### config.mk
export PLATFORM = sky130hd
export DESIGN_NAME = half_shell_neighbor_cells_core_flat
export DESIGN_NICKNAME = d
export VERILOG_FILES = /design/src/rtl/core/hsnc_pkg.sv /design/src/rtl/core/hsnc_intf.sv /design/src/rtl/core/hsnc_walker.sv /design/src/rtl/core/hsnc_emitter.sv /design/src/rtl/core/half_shell_neighbor_cells_core.sv /design/src/flat_wrapper.sv
export VERILOG_INCLUDE_DIRS = /design/src /design/src/rtl/core
export SDC_FILE = /design/constraint.sdc
export NUM_CORES = 1
export LEC_CHECK = 0
export BUFFER_PORTS_ARGS = -buffer_cell sky130_fd_sc_hd__buf_2
export CAP_MARGIN = 20
export CORE_AREA = 2 2 110 166
export CTS_BUF_LIST = sky130_fd_sc_hd__clkbuf_2
export DETAILED_ROUTE_END_ITERATION = 8
export DIE_AREA = 0 0 112 168
export GPL_TIMING_DRIVEN = 1
export PLACE_DENSITY_LB_ADDON = 0.2
export SYNTH_ARGS = -nofsm -noshare
export SYNTH_HDL_FRONTEND = slang
export SYNTH_SLANG_ARGS = --single-unit
### constraint.sdc
create_clock -name clk_i -period 12.48 [get_ports clk_i]
set_input_delay 3.744 -clock clk_i [delete_from_list [all_inputs] [get_ports clk_i]]
set_output_delay 3.744 -clock clk_i [all_outputs]
set_load 0.005 [all_outputs]
### src/rtl/core/half_shell_neighbor_cells_core_assert.svh
// ----------------------------------------------------------------------------
// Assertion macros for the half-shell neighbor cell walker
// Shared helpers that clock on clk_i and, where asked, ignore reset.
// ----------------------------------------------------------------------------
`ifndef HALF_SHELL_NEIGHBOR_CELLS_CORE_ASSERT_SVH
`define HALF_SHELL_NEIGHBOR_CELLS_CORE_ASSERT_SVH

// checked only while out of reset
`define HSNC_ASSERT(lbl, prop, msg) \
  lbl: assert property (@(posedge clk_i) disable iff (!rst_ni) prop) else $error(msg);

// checked at every edge, reset included
`define HSNC_ASSERT_ALWAYS(lbl, prop, msg) \
  lbl: assert property (@(posedge clk_i) prop) else $error(msg);

`endif

### src/rtl/core/hsnc_pkg.sv
// ----------------------------------------------------------------------------
// hsnc_pkg
// Types, constants and the neighbor offset table of the cell walker.
// ----------------------------------------------------------------------------
package hsnc_pkg;

  localparam int MAX_DIM  = 32;
  localparam int DIM_W    = 6;              // holds 1..MAX_DIM
  localparam int POS_W    = 5;              // holds 0..MAX_DIM-1
  localparam int NXY_W    = 11;             // holds MAX_DIM*MAX_DIM
  localparam int IDX_W    = 15;
  localparam int DELTA_W  = 13;             // signed linear offset of a neighbor
  localparam int NUM_OFF  = 14;
  localparam int K_W      = 4;
  localparam int CFG_IDX_W = 2;
  localparam int CFG_DATA_W = 6;

  localparam logic [CFG_IDX_W-1:0] CFG_GRID_X = 2'd0;
  localparam logic [CFG_IDX_W-1:0] CFG_GRID_Y = 2'd1;
  localparam logic [CFG_IDX_W-1:0] CFG_GRID_Z = 2'd2;

  localparam logic signed [1:0] P = 2'sb01;
  localparam logic signed [1:0] Z = 2'sb00;
  localparam logic signed [1:0] M = 2'sb11;

  typedef struct packed {
    logic signed [1:0] dx;
    logic signed [1:0] dy;
    logic signed [1:0] dz;
  } off_t;

  // self first, then the 13 half-shell neighbors
  localparam off_t OFF_TAB [NUM_OFF] = '{
    '{Z, Z, Z}, '{P, Z, Z}, '{Z, P, Z}, '{Z, Z, P},
    '{P, P, Z}, '{P, Z, P}, '{Z, P, P}, '{P, M, Z},
    '{M, Z, P}, '{Z, M, P}, '{P, P, P}, '{M, P, P},
    '{P, M, P}, '{M, M, P}
  };

  typedef struct packed {
    logic [DIM_W-1:0] nx;
    logic [DIM_W-1:0] ny;
    logic [DIM_W-1:0] nz;
    logic [NXY_W-1:0] nxy;
  } dims_t;

  typedef struct packed {
    logic [IDX_W-1:0]   home;
    logic [NUM_OFF-1:0] mask;
    logic               last_cell;
  } cell_t;

endpackage

### src/rtl/core/hsnc_intf.sv
// ----------------------------------------------------------------------------
// hsnc request and result channels
// Valid/ready channels; a transfer happens when both are high.
// ----------------------------------------------------------------------------
interface hsnc_req_if;
  logic valid;
  logic ready;
  logic restart;

  modport source (output valid, output restart, input ready);
  modport sink   (input valid, input restart, output ready);
endinterface

interface hsnc_rsp_if;
  logic                        valid;
  logic                        ready;
  logic [hsnc_pkg::IDX_W-1:0]  cell_index;
  logic [hsnc_pkg::IDX_W-1:0]  neighbor_index;
  logic                        last_of_cell;
  logic                        last_cell;

  modport source (output valid, output cell_index, output neighbor_index,
                  output last_of_cell, output last_cell, input ready);
  modport sink   (input valid, input cell_index, input neighbor_index,
                  input last_of_cell, input last_cell, output ready);
endinterface

### src/rtl/core/hsnc_walker.sv
// ----------------------------------------------------------------------------
// hsnc_walker
// Holds the walk position, builds the home cell and its neighbor mask on
// each request transfer and steps to the next cell in x-fastest order.
// ----------------------------------------------------------------------------
module hsnc_walker (
  input  logic           clk_i,
  input  logic           rst_ni,
  hsnc_req_if.sink       req,
  input  hsnc_pkg::dims_t dims_i,
  input  logic           take_i,
  output logic           load_o,
  output hsnc_pkg::cell_t cell_o
);
  import hsnc_pkg::*;

  logic [POS_W-1:0] pos_x_q, pos_y_q, pos_z_q;
  logic [POS_W-1:0] pos_x_d, pos_y_d, pos_z_d;
  logic [POS_W-1:0] cx, cy, cz;
  logic             out_of_grid;
  logic             x_hi, y_hi, z_hi, x_lo, y_lo, z_lo;
  logic [15:0]      z_term;
  logic [NXY_W-1:0] y_term;

  function automatic logic axis_ok(input logic signed [1:0] d, input logic lo,
                                   input logic hi);
    logic r;
    r = 1'b1;
    if (d == P) r = hi;
    else if (d == M) r = lo;
    return r;
  endfunction

  assign req.ready = take_i;
  assign load_o    = req.valid && take_i;

  assign out_of_grid = ({1'b0, pos_x_q} >= dims_i.nx) || ({1'b0, pos_y_q} >= dims_i.ny) ||
                       ({1'b0, pos_z_q} >= dims_i.nz);

  always_comb begin
    if (req.restart || out_of_grid) begin
      cx = '0;
      cy = '0;
      cz = '0;
    end else begin
      cx = pos_x_q;
      cy = pos_y_q;
      cz = pos_z_q;
    end
  end

  assign x_hi = ({1'b0, cx} + DIM_W'(1)) < dims_i.nx;
  assign y_hi = ({1'b0, cy} + DIM_W'(1)) < dims_i.ny;
  assign z_hi = ({1'b0, cz} + DIM_W'(1)) < dims_i.nz;
  assign x_lo = cx != '0;
  assign y_lo = cy != '0;
  assign z_lo = cz != '0;

  assign z_term = 16'(cz) * 16'(dims_i.nxy);
  assign y_term = NXY_W'(cy) * NXY_W'(dims_i.nx);

  always_comb begin
    cell_o.home      = IDX_W'(z_term + 16'(y_term) + 16'(cx));
    cell_o.last_cell = !x_hi && !y_hi && !z_hi;
    for (int k = 0; k < NUM_OFF; k++) begin
      cell_o.mask[k] = axis_ok(OFF_TAB[k].dx, x_lo, x_hi) &&
                       axis_ok(OFF_TAB[k].dy, y_lo, y_hi) &&
                       axis_ok(OFF_TAB[k].dz, z_lo, z_hi);
    end
  end

  always_comb begin
    pos_x_d = '0;
    pos_y_d = '0;
    pos_z_d = '0;
    if (x_hi) begin
      pos_x_d = cx + POS_W'(1);
      pos_y_d = cy;
      pos_z_d = cz;
    end else if (y_hi) begin
      pos_y_d = cy + POS_W'(1);
      pos_z_d = cz;
    end else if (z_hi) begin
      pos_z_d = cz + POS_W'(1);
    end
  end

  always_ff @(posedge clk_i or negedge rst_ni) begin
    if (!rst_ni) begin
      pos_x_q <= '0;
      pos_y_q <= '0;
      pos_z_q <= '0;
    end else if (load_o) begin
      pos_x_q <= pos_x_d;
      pos_y_q <= pos_y_d;
      pos_z_q <= pos_z_d;
    end
  end

endmodule

### src/rtl/core/hsnc_emitter.sv
// ----------------------------------------------------------------------------
// hsnc_emitter
// Holds one cell and sends its in-grid neighbors, one result per cycle
// while rsp.ready is high, through a registered result stage.
// ----------------------------------------------------------------------------
`include "half_shell_neighbor_cells_core_assert.svh"

module hsnc_emitter (
  input  logic            clk_i,
  input  logic            rst_ni,
  input  hsnc_pkg::dims_t dims_i,
  input  logic            load_i,
  input  hsnc_pkg::cell_t cell_i,
  output logic            take_o,
  hsnc_rsp_if.source      rsp
);
  import hsnc_pkg::*;

  logic                 cell_valid_q, cell_valid_d;
  logic [NUM_OFF-1:0]   mask_q, mask_d;
  logic [IDX_W-1:0]     home_q;
  logic                 last_cell_q;
  logic                 out_valid_q, out_valid_d;
  logic [IDX_W-1:0]     cell_index_q, neighbor_index_q;
  logic                 last_of_cell_q, last_cell_out_q;

  logic                 out_load, adv, last;
  logic [NUM_OFF-1:0]   sel, rest;
  logic [K_W-1:0]       k;
  logic signed [DELTA_W-1:0] delta;
  logic [15:0]          nb_sum;

  function automatic logic signed [DELTA_W-1:0] term(input logic signed [1:0] d,
                                                     input logic [NXY_W-1:0] step);
    logic signed [DELTA_W-1:0] t;
    t = '0;
    unique case (d)
      P:       t = $signed(DELTA_W'(step));
      M:       t = -$signed(DELTA_W'(step));
      default: t = '0;
    endcase
    return t;
  endfunction

  assign out_load = !out_valid_q || rsp.ready;
  assign adv      = cell_valid_q && out_load;

  // lowest pending offset first
  assign sel  = mask_q & (~mask_q + NUM_OFF'(1));
  assign rest = mask_q & ~sel;
  assign last = rest == '0;

  always_comb begin
    k = '0;
    for (int i = 0; i < NUM_OFF; i++) begin
      if (sel[i]) k = k | K_W'(i);
    end
  end

  assign delta = term(OFF_TAB[k].dx, NXY_W'(1)) + term(OFF_TAB[k].dy, NXY_W'(dims_i.nx)) +
                 term(OFF_TAB[k].dz, dims_i.nxy);
  assign nb_sum = {1'b0, home_q} + 16'($signed(delta));

  assign take_o = !cell_valid_q || (adv && last);

  always_comb begin
    cell_valid_d = cell_valid_q;
    mask_d       = mask_q;
    if (take_o) begin
      cell_valid_d = load_i;
      mask_d       = cell_i.mask;
    end else if (adv) begin
      mask_d = rest;
    end
    out_valid_d = out_valid_q;
    if (out_load) out_valid_d = adv;
  end

  always_ff @(posedge clk_i or negedge rst_ni) begin
    if (!rst_ni) begin
      cell_valid_q <= 1'b0;
      out_valid_q  <= 1'b0;
    end else begin
      cell_valid_q <= cell_valid_d;
      out_valid_q  <= out_valid_d;
    end
  end

  always_ff @(posedge clk_i) begin
    mask_q <= mask_d;
    if (take_o && load_i) begin
      home_q      <= cell_i.home;
      last_cell_q <= cell_i.last_cell;
    end
    if (adv) begin
      cell_index_q     <= home_q;
      neighbor_index_q <= nb_sum[IDX_W-1:0];
      last_of_cell_q   <= last;
      last_cell_out_q  <= last_cell_q;
    end
  end

  assign rsp.valid          = out_valid_q;
  assign rsp.cell_index     = cell_index_q;
  assign rsp.neighbor_index = neighbor_index_q;
  assign rsp.last_of_cell   = last_of_cell_q;
  assign rsp.last_cell      = last_cell_out_q;

  `HSNC_ASSERT(a_mask_nonempty, cell_valid_q |-> (mask_q != '0), "held cell has no offset left")
  `HSNC_ASSERT(a_take_on_last, (load_i && cell_valid_q) |-> (adv && last), "cell dropped early")
  `HSNC_ASSERT(a_self_first, (load_i && take_o) |=> (cell_valid_q && mask_q[0]), "self missing")
  `HSNC_ASSERT_ALWAYS(a_reset_idle, !rst_ni |-> (!cell_valid_q && !out_valid_q), "busy in reset")

endmodule

### src/rtl/core/half_shell_neighbor_cells_core.sv
// ----------------------------------------------------------------------------
// half_shell_neighbor_cells_core
// Half-shell neighbor cell walker over a configurable 3D cell grid.
// ----------------------------------------------------------------------------
// Usage:
//   req carries one restart bit per transfer; restart=1 starts at cell 0,
//   otherwise the next cell in x-fastest order is taken (wrapping after
//   the final cell). For each request transfer rsp sends 1 to 14 results:
//   the home cell itself, then its in-grid half-shell neighbors in fixed
//   order, last_of_cell marking the final one and last_cell the grid's
//   final home cell.
//   The first result passes the held-cell registers and then the output
//   register; a low rsp.ready can stall it between them. One result
//   leaves per cycle while rsp.ready is high, up to 14 per cell, as set
//   by the held cell's pending-offset mask; the next request is taken as
//   its predecessor's last result enters the output register.
//   Grid sizes are written on cfg_* while no work is pending; they reset
//   to 1. Reset clears the position and empties the pipeline.
//   When rsp.ready is low the result holds and the emitter stalls; a new
//   request waits until the current cell has issued its last result.
// ----------------------------------------------------------------------------
module half_shell_neighbor_cells_core (
  input  logic                             clk_i,
  input  logic                             rst_ni,
  hsnc_req_if.sink                         req,
  hsnc_rsp_if.source                       rsp,
  input  logic                             cfg_we_i,
  input  logic [hsnc_pkg::CFG_IDX_W-1:0]   cfg_idx_i,
  input  logic [hsnc_pkg::CFG_DATA_W-1:0]  cfg_data_i
);
  import hsnc_pkg::*;

  logic [DIM_W-1:0] grid_x_q, grid_y_q, grid_z_q;
  dims_t            dims;
  cell_t            walk_cell;
  logic             load, take;

  function automatic logic [DIM_W-1:0] eff_dim(input logic [DIM_W-1:0] v);
    logic [DIM_W-1:0] r;
    r = v;
    if (v == '0) r = DIM_W'(1);
    else if (v > DIM_W'(MAX_DIM)) r = DIM_W'(MAX_DIM);
    return r;
  endfunction

  always_ff @(posedge clk_i or negedge rst_ni) begin
    if (!rst_ni) begin
      grid_x_q <= DIM_W'(1);
      grid_y_q <= DIM_W'(1);
      grid_z_q <= DIM_W'(1);
    end else if (cfg_we_i) begin
      unique case (cfg_idx_i)
        CFG_GRID_X: grid_x_q <= cfg_data_i;
        CFG_GRID_Y: grid_y_q <= cfg_data_i;
        CFG_GRID_Z: grid_z_q <= cfg_data_i;
        default: ;
      endcase
    end
  end

  always_comb begin
    dims.nx  = eff_dim(grid_x_q);
    dims.ny  = eff_dim(grid_y_q);
    dims.nz  = eff_dim(grid_z_q);
    dims.nxy = NXY_W'(dims.nx) * NXY_W'(dims.ny);
  end

  hsnc_walker u_walker (
    .clk_i  (clk_i),
    .rst_ni (rst_ni),
    .req    (req),
    .dims_i (dims),
    .take_i (take),
    .load_o (load),
    .cell_o (walk_cell)
  );

  hsnc_emitter u_emitter (
    .clk_i  (clk_i),
    .rst_ni (rst_ni),
    .dims_i (dims),
    .load_i (load),
    .cell_i (walk_cell),
    .take_o (take),
    .rsp    (rsp)
  );

endmodule
### src/flat_wrapper.sv
// flat-port wrapper written by rule: the top's interface ports become plain ports
module half_shell_neighbor_cells_core_flat import hsnc_pkg::*;
  (clk_i, rst_ni, cfg_we_i, cfg_idx_i, cfg_data_i, req_valid, req_restart, req_ready, rsp_valid, rsp_cell_index, rsp_neighbor_index, rsp_last_of_cell, rsp_last_cell, rsp_ready);
  hsnc_req_if req_i ();
  hsnc_rsp_if rsp_i ();
  input  logic clk_i;
  input  logic rst_ni;
  input  logic cfg_we_i;
  input  logic [hsnc_pkg::CFG_IDX_W-1:0] cfg_idx_i;
  input  logic [hsnc_pkg::CFG_DATA_W-1:0] cfg_data_i;
  input wire logic [$bits(req_i.valid)-1:0] req_valid;
  input wire logic [$bits(req_i.restart)-1:0] req_restart;
  output wire logic [$bits(req_i.ready)-1:0] req_ready;
  output wire logic [$bits(rsp_i.valid)-1:0] rsp_valid;
  output wire logic [$bits(rsp_i.cell_index)-1:0] rsp_cell_index;
  output wire logic [$bits(rsp_i.neighbor_index)-1:0] rsp_neighbor_index;
  output wire logic [$bits(rsp_i.last_of_cell)-1:0] rsp_last_of_cell;
  output wire logic [$bits(rsp_i.last_cell)-1:0] rsp_last_cell;
  input wire logic [$bits(rsp_i.ready)-1:0] rsp_ready;
  assign req_i.valid = req_valid;
  assign req_i.restart = req_restart;
  assign req_ready = req_i.ready;
  assign rsp_valid = rsp_i.valid;
  assign rsp_cell_index = rsp_i.cell_index;
  assign rsp_neighbor_index = rsp_i.neighbor_index;
  assign rsp_last_of_cell = rsp_i.last_of_cell;
  assign rsp_last_cell = rsp_i.last_cell;
  assign rsp_i.ready = rsp_ready;
  half_shell_neighbor_cells_core u_core (.clk_i(clk_i), .rst_ni(rst_ni), .req(req_i), .rsp(rsp_i), .cfg_we_i(cfg_we_i), .cfg_idx_i(cfg_idx_i), .cfg_data_i(cfg_data_i));
endmodule
# == Word-level counts from Yosys, hierarchy flattened ==
# Memory sizes are Yosys's and may differ from the RTL's.
# Cells that the tools add are included.
# word_totals
ff_bits,97
mem_bits_ro,96
in_bits,14
elab_cells,131
n_memories,1
# mem_list
name,depth,width,read_ports,rd_clocked_by_memory_dff,write_ports,line_no,source
(no name shown),16,6,1,0,0,hsnc_emitter.sv:61,"term(OFF_TAB[k].dz, dims_i.nxy);"
# classes
add_sub_neg,14
mul,3
magnitude_cmp,10
eq_ne,8
n_mux,35
bitwise_logic,5
reduce_logical,39
# ops
cell,count
$pmux W13 S2,3
$mux W6,8
$mux W5,9
$and A14 B14 Y14,2
$mux W14,2
$not A14 Y14,2
$add A13 B13 Y13,2
$mux W4,6
$add A5 B1 Y6 const B,3
$ge A5 B6 Y1,3
$gt A6 B6 Y1 const B,3
$logic_and A1 B1 Y1,18
$logic_not A6 Y1,3
$lt A6 B6 Y1,3
$add A15 B11 Y15,1
$add A15 B15 Y15,1
$add A15 B5 Y15,1
$add A5 B1 Y5 const B,3
$mul A5 B11 Y15,1
$add A14 B1 Y14 const B,1
$logic_not A14 Y1,1
$neg A11 Y13,1
$neg A6 Y13,1
$mux W3,4
14 further kinds,32

# == Depth between registers and ports, before layout ==
# depth
ltp_word,25
mapped_depth,32
ltp_nobuf,32

# == Hierarchy ==
# From an unflattened synthesis, not the netlist that was laid out.
# unflattened
hier_cells,1188
hier_area_um2,11003.1
# modules_own_cells
module,instances,cells_each,area_per_inst_um2
hsnc_walker,1,589,4837.1
hsnc_emitter,1,412,4361.7
half_shell_neighbor_cells_core,1,187,1804.2

# == Worst setup path before layout ==
# No wires, ideal clock.
# synth_path
path_type,input to register
startpoint,input req_restart
endpoint,"register u_core.u_emitter.home_q[12], data pin"
setup_time_ps,258
t_arrival_ps,9209
t_required_ps,12222
slack_ps,3013
cell_stages,23
cell_sequence,a21oi_1 > o211a_1 > o211a_1 > clkbuf_1 > buf_1 > nand3_1 > fa_1 > fa_1 > inv_1 > fa_1 > fa_1 > inv_1 > fa_1 > inv_1 > ha_1 > nor2b_1 > o21ai_0 > a21boi_0 > o21ai_0 > a21oi_1 > a41oi_1 > nor2b_1 > xnor2_1
# synth_rtl
element,line_no,source
from (decl),flat_wrapper.sv:12,input wire logic [$bits(req_i.restart)-1:0] req_restart;
to (signal assigned),hsnc_emitter.sv:92,home_q <= cell_i.home;
to (decl),hsnc_emitter.sv:21,logic [IDX_W-1:0] home_q;

==> impl_results.html <==
<table>
<tr><th>Metric</th><th>Value</th></tr>
<tr><th colspan="2">Status</th></tr>
<tr><td>Result of the run</td><td>complete, no violations</td></tr>
<tr><th colspan="2">Yosys</th></tr>
<tr><td>Number of synthesis warnings</td><td>0</td></tr>
<tr><td>Netlist area before placement</td><td>10640 um2</td></tr>
<tr><td>Net Count, Synth</td><td>1362</td></tr>
<tr><td>Proportion of register bits with asynchronous set or reset after synthesis</td><td>36.08%</td></tr>
<tr><td>Post-synthesis sequential area ratio</td><td>25.68%</td></tr>
<tr><td>Synth Area per Inst</td><td>9.445 um2</td></tr>
<tr><td>FF+latch count, synth</td><td>97</td></tr>
<tr><td>Cell types occupying the most area after synthesis</td><td>sky130_fd_sc_hd__edfxtp_1 (17%), sky130_fd_sc_hd__fa_1 (17%), sky130_fd_sc_hd__ha_1 (16%)</td></tr>
<tr><td>Cell variety after synth</td><td>82</td></tr>
<tr><td>Cell taking the most area after synthesis</td><td>sky130_fd_sc_hd__edfxtp_1</td></tr>
<tr><td>Cells after Synth</td><td>1126</td></tr>
<tr><td>Most common flop cell mapped by yosys</td><td>sky130_fd_sc_hd__edfxtp_1</td></tr>
<tr><td>Number of flops mapped to enable cells by yosys</td><td>61</td></tr>
<tr><td>Share of the synthesized area in the top cell type</td><td>17.22%</td></tr>
<tr><th colspan="2">Power and ir drop</th></tr>
<tr><td>Pwr dens</td><td>109.5 nW/um2</td></tr>
<tr><td>Post-layout power</td><td>1.219 mW</td></tr>
<tr><td>Worst vdd rail ir drop</td><td>0.00009159 V</td></tr>
<tr><td>Cell leakage power</td><td>5.444 nW</td></tr>
<tr><th colspan="2">Floorplan</th></tr>
<tr><td>Width of the die</td><td>112 um</td></tr>
<tr><td>Initial standard-cell utilization of the core</td><td>60.54%</td></tr>
<tr><td>Area of the core region</td><td>17570 um2</td></tr>
<tr><td>Count of boundary I/O pins</td><td>48</td></tr>
<tr><td>Number of standard-cell rows in the floorplan</td><td>60</td></tr>
<tr><td>Die area</td><td>18820 um2</td></tr>
<tr><td>Vertical die dimension</td><td>168 um</td></tr>
<tr><th colspan="2">Critical path</th></tr>
<tr><td>Capturing element type of the critical path</td><td>flip-flop</td></tr>
<tr><td>Count of buffering cells on the critical path with inverters included</td><td>5</td></tr>
<tr><td>Slowest cell on crit path</td><td>sky130_fd_sc_hd__fa_1</td></tr>
<tr><td>Critical Path AT</td><td>10.03 ns</td></tr>
<tr><td>Kind of start point of the critical path</td><td>primary input</td></tr>
<tr><td>Top Family by Delay on Critical Path</td><td>adder cells</td></tr>
<tr><td>Worst-path cell chain</td><td>buf_2 -&gt; a21oi_1 -&gt; o211a_1 -&gt; o211a_1 -&gt; buf_4 -&gt; and2_1 -&gt; nand2_1 -&gt; fa_1 -&gt; fa_1 -&gt; inv_1 -&gt; fa_1 -&gt; fa_1 -&gt; inv_1 -&gt; fa_1 -&gt; inv_1 -&gt; ha_1 -&gt; nor2b_1 -&gt; o21ai_0 -&gt; a21boi_0 -&gt; o21ai_0 -&gt; a21oi_1 -&gt; a41oi_1 -&gt; nor2b_1 -&gt; xnor2_1</td></tr>
<tr><td>Largest fanout on the critical path</td><td>26</td></tr>
<tr><td>CP Class</td><td>primary input to flip-flop</td></tr>
<tr><td>Dominant cell type by count on the critical path</td><td>sky130_fd_sc_hd__fa_1</td></tr>
<tr><td>Required time of the critical path</td><td>12.97 ns</td></tr>
<tr><td>Max stage delay on crit path</td><td>0.56 ns</td></tr>
<tr><th colspan="2">Layout</th></tr>
<tr><td>Area growth from synthesis to layout</td><td>4.647%</td></tr>
<tr><td>Most common cell after layout, fill and taps aside</td><td>sky130_fd_sc_hd__inv_1</td></tr>
<tr><td>Leading cell types in the layout, fill and taps excluded</td><td>sky130_fd_sc_hd__inv_1 (170), sky130_fd_sc_hd__ha_1 (133), sky130_fd_sc_hd__nand2_1 (107), sky130_fd_sc_hd__nor2_1 (101), sky130_fd_sc_hd__fa_1 (89)</td></tr>
<tr><td>Share of layout cells above drive strength 1</td><td>9.491%</td></tr>
<tr><td>Area of combinational cells with multiple inputs</td><td>7079 um2</td></tr>
<tr><td>Non-Filler Instances</td><td>1377</td></tr>
<tr><td>Reg area</td><td>2731 um2</td></tr>
<tr><td>Post-route cell area</td><td>11130 um2</td></tr>
<tr><td>Filler cell count</td><td>1523</td></tr>
<tr><td>Net total in the final layout</td><td>1390</td></tr>
<tr><th colspan="2">Placement</th></tr>
<tr><td>Final HPWL DP</td><td>19.20 mm</td></tr>
<tr><td>Number of instances in the placed design</td><td>1360</td></tr>
<tr><td>Global placer's final weighted congestion</td><td>0.9307</td></tr>
<tr><td>Count of port buffers added during placement</td><td>47</td></tr>
<tr><td>Placed cell area</td><td>11000 um2</td></tr>
<tr><th colspan="2">Global route</th></tr>
<tr><td>Via count of the first global-routing pass</td><td>8329</td></tr>
<tr><td>Aggregate global routing overflow</td><td>0</td></tr>
<tr><td>Total Routing Usage GR</td><td>25.84%</td></tr>
<tr><td>Initial antenna violation count</td><td>1</td></tr>
<tr><td>Maximum number of pins on one net before global-route repair</td><td>36</td></tr>
<tr><td>First-pass GRT wire length</td><td>39.03 mm</td></tr>
<tr><th colspan="2">STA</th></tr>
<tr><td>Final number of hold-violating endpoints</td><td>0</td></tr>
<tr><td>Setup Skew</td><td>0.05818 ns</td></tr>
<tr><td>Total negative slack</td><td>0 ns</td></tr>
<tr><td>Count of final max-slew check failures</td><td>0</td></tr>
<tr><td>Shortest period the worst path allows</td><td>9.541 ns</td></tr>
<tr><td>Slew headroom</td><td>28.11%</td></tr>
<tr><td>Final Cycle Share</td><td>76.45%</td></tr>
<tr><td>Measured slew at the worst slew-check pin</td><td>1.072 ns</td></tr>
<tr><td>Setup repair after global routing missed its margin</td><td>false</td></tr>
<tr><td>Achievable frequency</td><td>104.8 MHz</td></tr>
<tr><td>Setup violators final</td><td>0</td></tr>
<tr><th colspan="2">Routing</th></tr>
<tr><td>Detail-routed via count per cell</td><td>5.834</td></tr>
<tr><td>1st-pass router iterations</td><td>5</td></tr>
<tr><td>Total detailed-routing wirelength</td><td>23.49 mm</td></tr>
<tr><td>Average wire length per cell after detail routing</td><td>17.06 um</td></tr>
<tr><td>Remaining DRCs</td><td>0</td></tr>
<tr><td>Post-DRT Antenna Nets</td><td>0</td></tr>
<tr><td>Total number of vias</td><td>8034</td></tr>
<tr><td>First DRT Iteration DRCs</td><td>458</td></tr>
<tr><th colspan="2">Clock network</th></tr>
<tr><td>Clock tree from TritonCTS</td><td>done</td></tr>
<tr><td>H-tree depth reported by CTS</td><td>3</td></tr>
<tr><td>Clock transition at path regs</td><td>0.35 ns</td></tr>
<tr><td>PostCTS Resize Cnt</td><td>0</td></tr>
<tr><td>Number of buffers created by CTS</td><td>9</td></tr>
<tr><td>Hold-fix buffers at CTS</td><td>0</td></tr>
<tr><td>Buffer levels on the longest clock path</td><td>2</td></tr>
<tr><td>Clock insertion delay at the later pin of the skew report</td><td>0.68 ns</td></tr>
<tr><td>Clk root buf</td><td>sky130_fd_sc_hd__clkbuf_2</td></tr>
<tr><td>Number of clock sinks</td><td>97</td></tr>
<tr><td>Buffers inserted during post-CTS setup optimization</td><td>0</td></tr>
<tr><th colspan="2">Flow run</th></tr>
<tr><td>Max-cap violations</td><td>0</td></tr>
<tr><th colspan="2">Hold path</th></tr>
<tr><td>Class of the most critical hold timing path</td><td>flip-flop to flip-flop</td></tr>
</table>
## registers in the layout, indices dropped and copies added, names as in the netlist, 5 cells and up
register / flops
u_core.grid_x_q: 6
u_core.grid_y_q: 6
u_core.grid_z_q: 6
u_core.u_emitter.home_q: 15
u_core.u_emitter.mask_q: 14
u_core.u_emitter.rsp.cell_index: 15
u_core.u_emitter.rsp.neighbor_index: 15
u_core.u_walker.pos_x_q: 5
u_core.u_walker.pos_y_q: 5
u_core.u_walker.pos_z_q: 5
## metal layers
metal  share of wire, %  GRT usage (%)  wire length (um)  up-vias
met2                 52          47.83             12310      194
met4                4.8          13.36              1121        0
met3                3.4          3.672               808       73
met1                 39          28.55              9247     3913
met5                  0              0                 0        -
li1                   -              -                 -     3854
## area by class of cell
| type | instances | area share [%] |
|---|---|---|
| multi-input cells | 820 | 63.61 |
| flip-flops and latches | 97 | 24.54 |
| inverters | 176 | 5.936 |
| well taps | 217 | 2.440 |
| repair buffers | 50 | 2.316 |
| clock inverters | 7 | 0.7307 |
| clock buffers | 9 | 0.4047 |
| diodes | 1 | 0.02248 |
## through the flow
stage	hold slack, ns	setup WS (ns)	utilization (%)
CTS	0.4686	3.038	63.34
finish	0.4678	2.939	63.35
global route	0.4850	2.663	63.35
global placement	0.4015	2.479	62.62
floorplan	0.4003	3.013	-
detailed placement	0.4045	2.269	62.62
## synthesized netlist by cell type, types with 6 or more instances
library cell,number
sky130_fd_sc_hd__edfxtp_1,61
sky130_fd_sc_hd__o21bai_1,7
sky130_fd_sc_hd__a32o_1,6
sky130_fd_sc_hd__nor4_1,8
sky130_fd_sc_hd__o22ai_1,7
sky130_fd_sc_hd__clkbuf_1,19
sky130_fd_sc_hd__a21o_1,14
sky130_fd_sc_hd__mux2_2,17
sky130_fd_sc_hd__buf_2,6
sky130_fd_sc_hd__nand2_1,107
sky130_fd_sc_hd__and2_1,12
sky130_fd_sc_hd__fa_1,89
sky130_fd_sc_hd__a22o_1,9
sky130_fd_sc_hd__o21ai_0,32
sky130_fd_sc_hd__xnor2_1,38
sky130_fd_sc_hd__a21oi_1,41
sky130_fd_sc_hd__o21a_1,7
sky130_fd_sc_hd__and3_1,15
sky130_fd_sc_hd__xor2_1,15
sky130_fd_sc_hd__nand2b_1,11
sky130_fd_sc_hd__a211oi_1,6
sky130_fd_sc_hd__inv_1,170
sky130_fd_sc_hd__ha_1,133
sky130_fd_sc_hd__nor2_1,101
sky130_fd_sc_hd__nor3_1,14
sky130_fd_sc_hd__dfrtp_1,32
sky130_fd_sc_hd__nand3_1,28
sky130_fd_sc_hd__nor2b_1,22
## report_power, final
part | leakage [nW] | total [mW] | switching (mW) | internal (mW)
clock network | 0.0760 | 0.172 | 0.137 | 0.0349
registers | 1.03 | 0.436 | 0.0357 | 0.400
logic | 4.33 | 0.611 | 0.373 | 0.237
total | 5.44 | 1.22 | 0.546 | 0.673
## final timing paths
path	startpoint	endpoint	slack, ns	cells past startpoint
max	req_restart	u_core.u_emitter.home_q[12]	2.94	24
min in group asynchronous	rst_ni	u_core.grid_y_q[3]	3.07	1
min	u_core.u_emitter.last_cell_q	u_core.u_emitter.rsp.last_cell	0.47	0
max in group asynchronous	rst_ni	u_core.u_walker.pos_y_q[0]	8.87	1
max reg2reg	u_core.grid_x_q[5]	u_core.u_emitter.home_q[13]	3.62	28
min reg2reg	u_core.u_emitter.last_cell_q	u_core.u_emitter.rsp.last_cell	0.47	0
## cells by family after synthesis
| family | count (synthesis) | synth area share (%) |
|---|---|---|
| compound gates | 177 | 11.59 |
| flops | 97 | 25.68 |
| mux | 17 | 1.800 |
| xor+xnor | 57 | 5.035 |
| fa+ha+maj | 223 | 32.49 |
| buf+inv | 209 | 7.753 |
| simple gates | 346 | 15.65 |
Power figures use the tool's default switching activity.
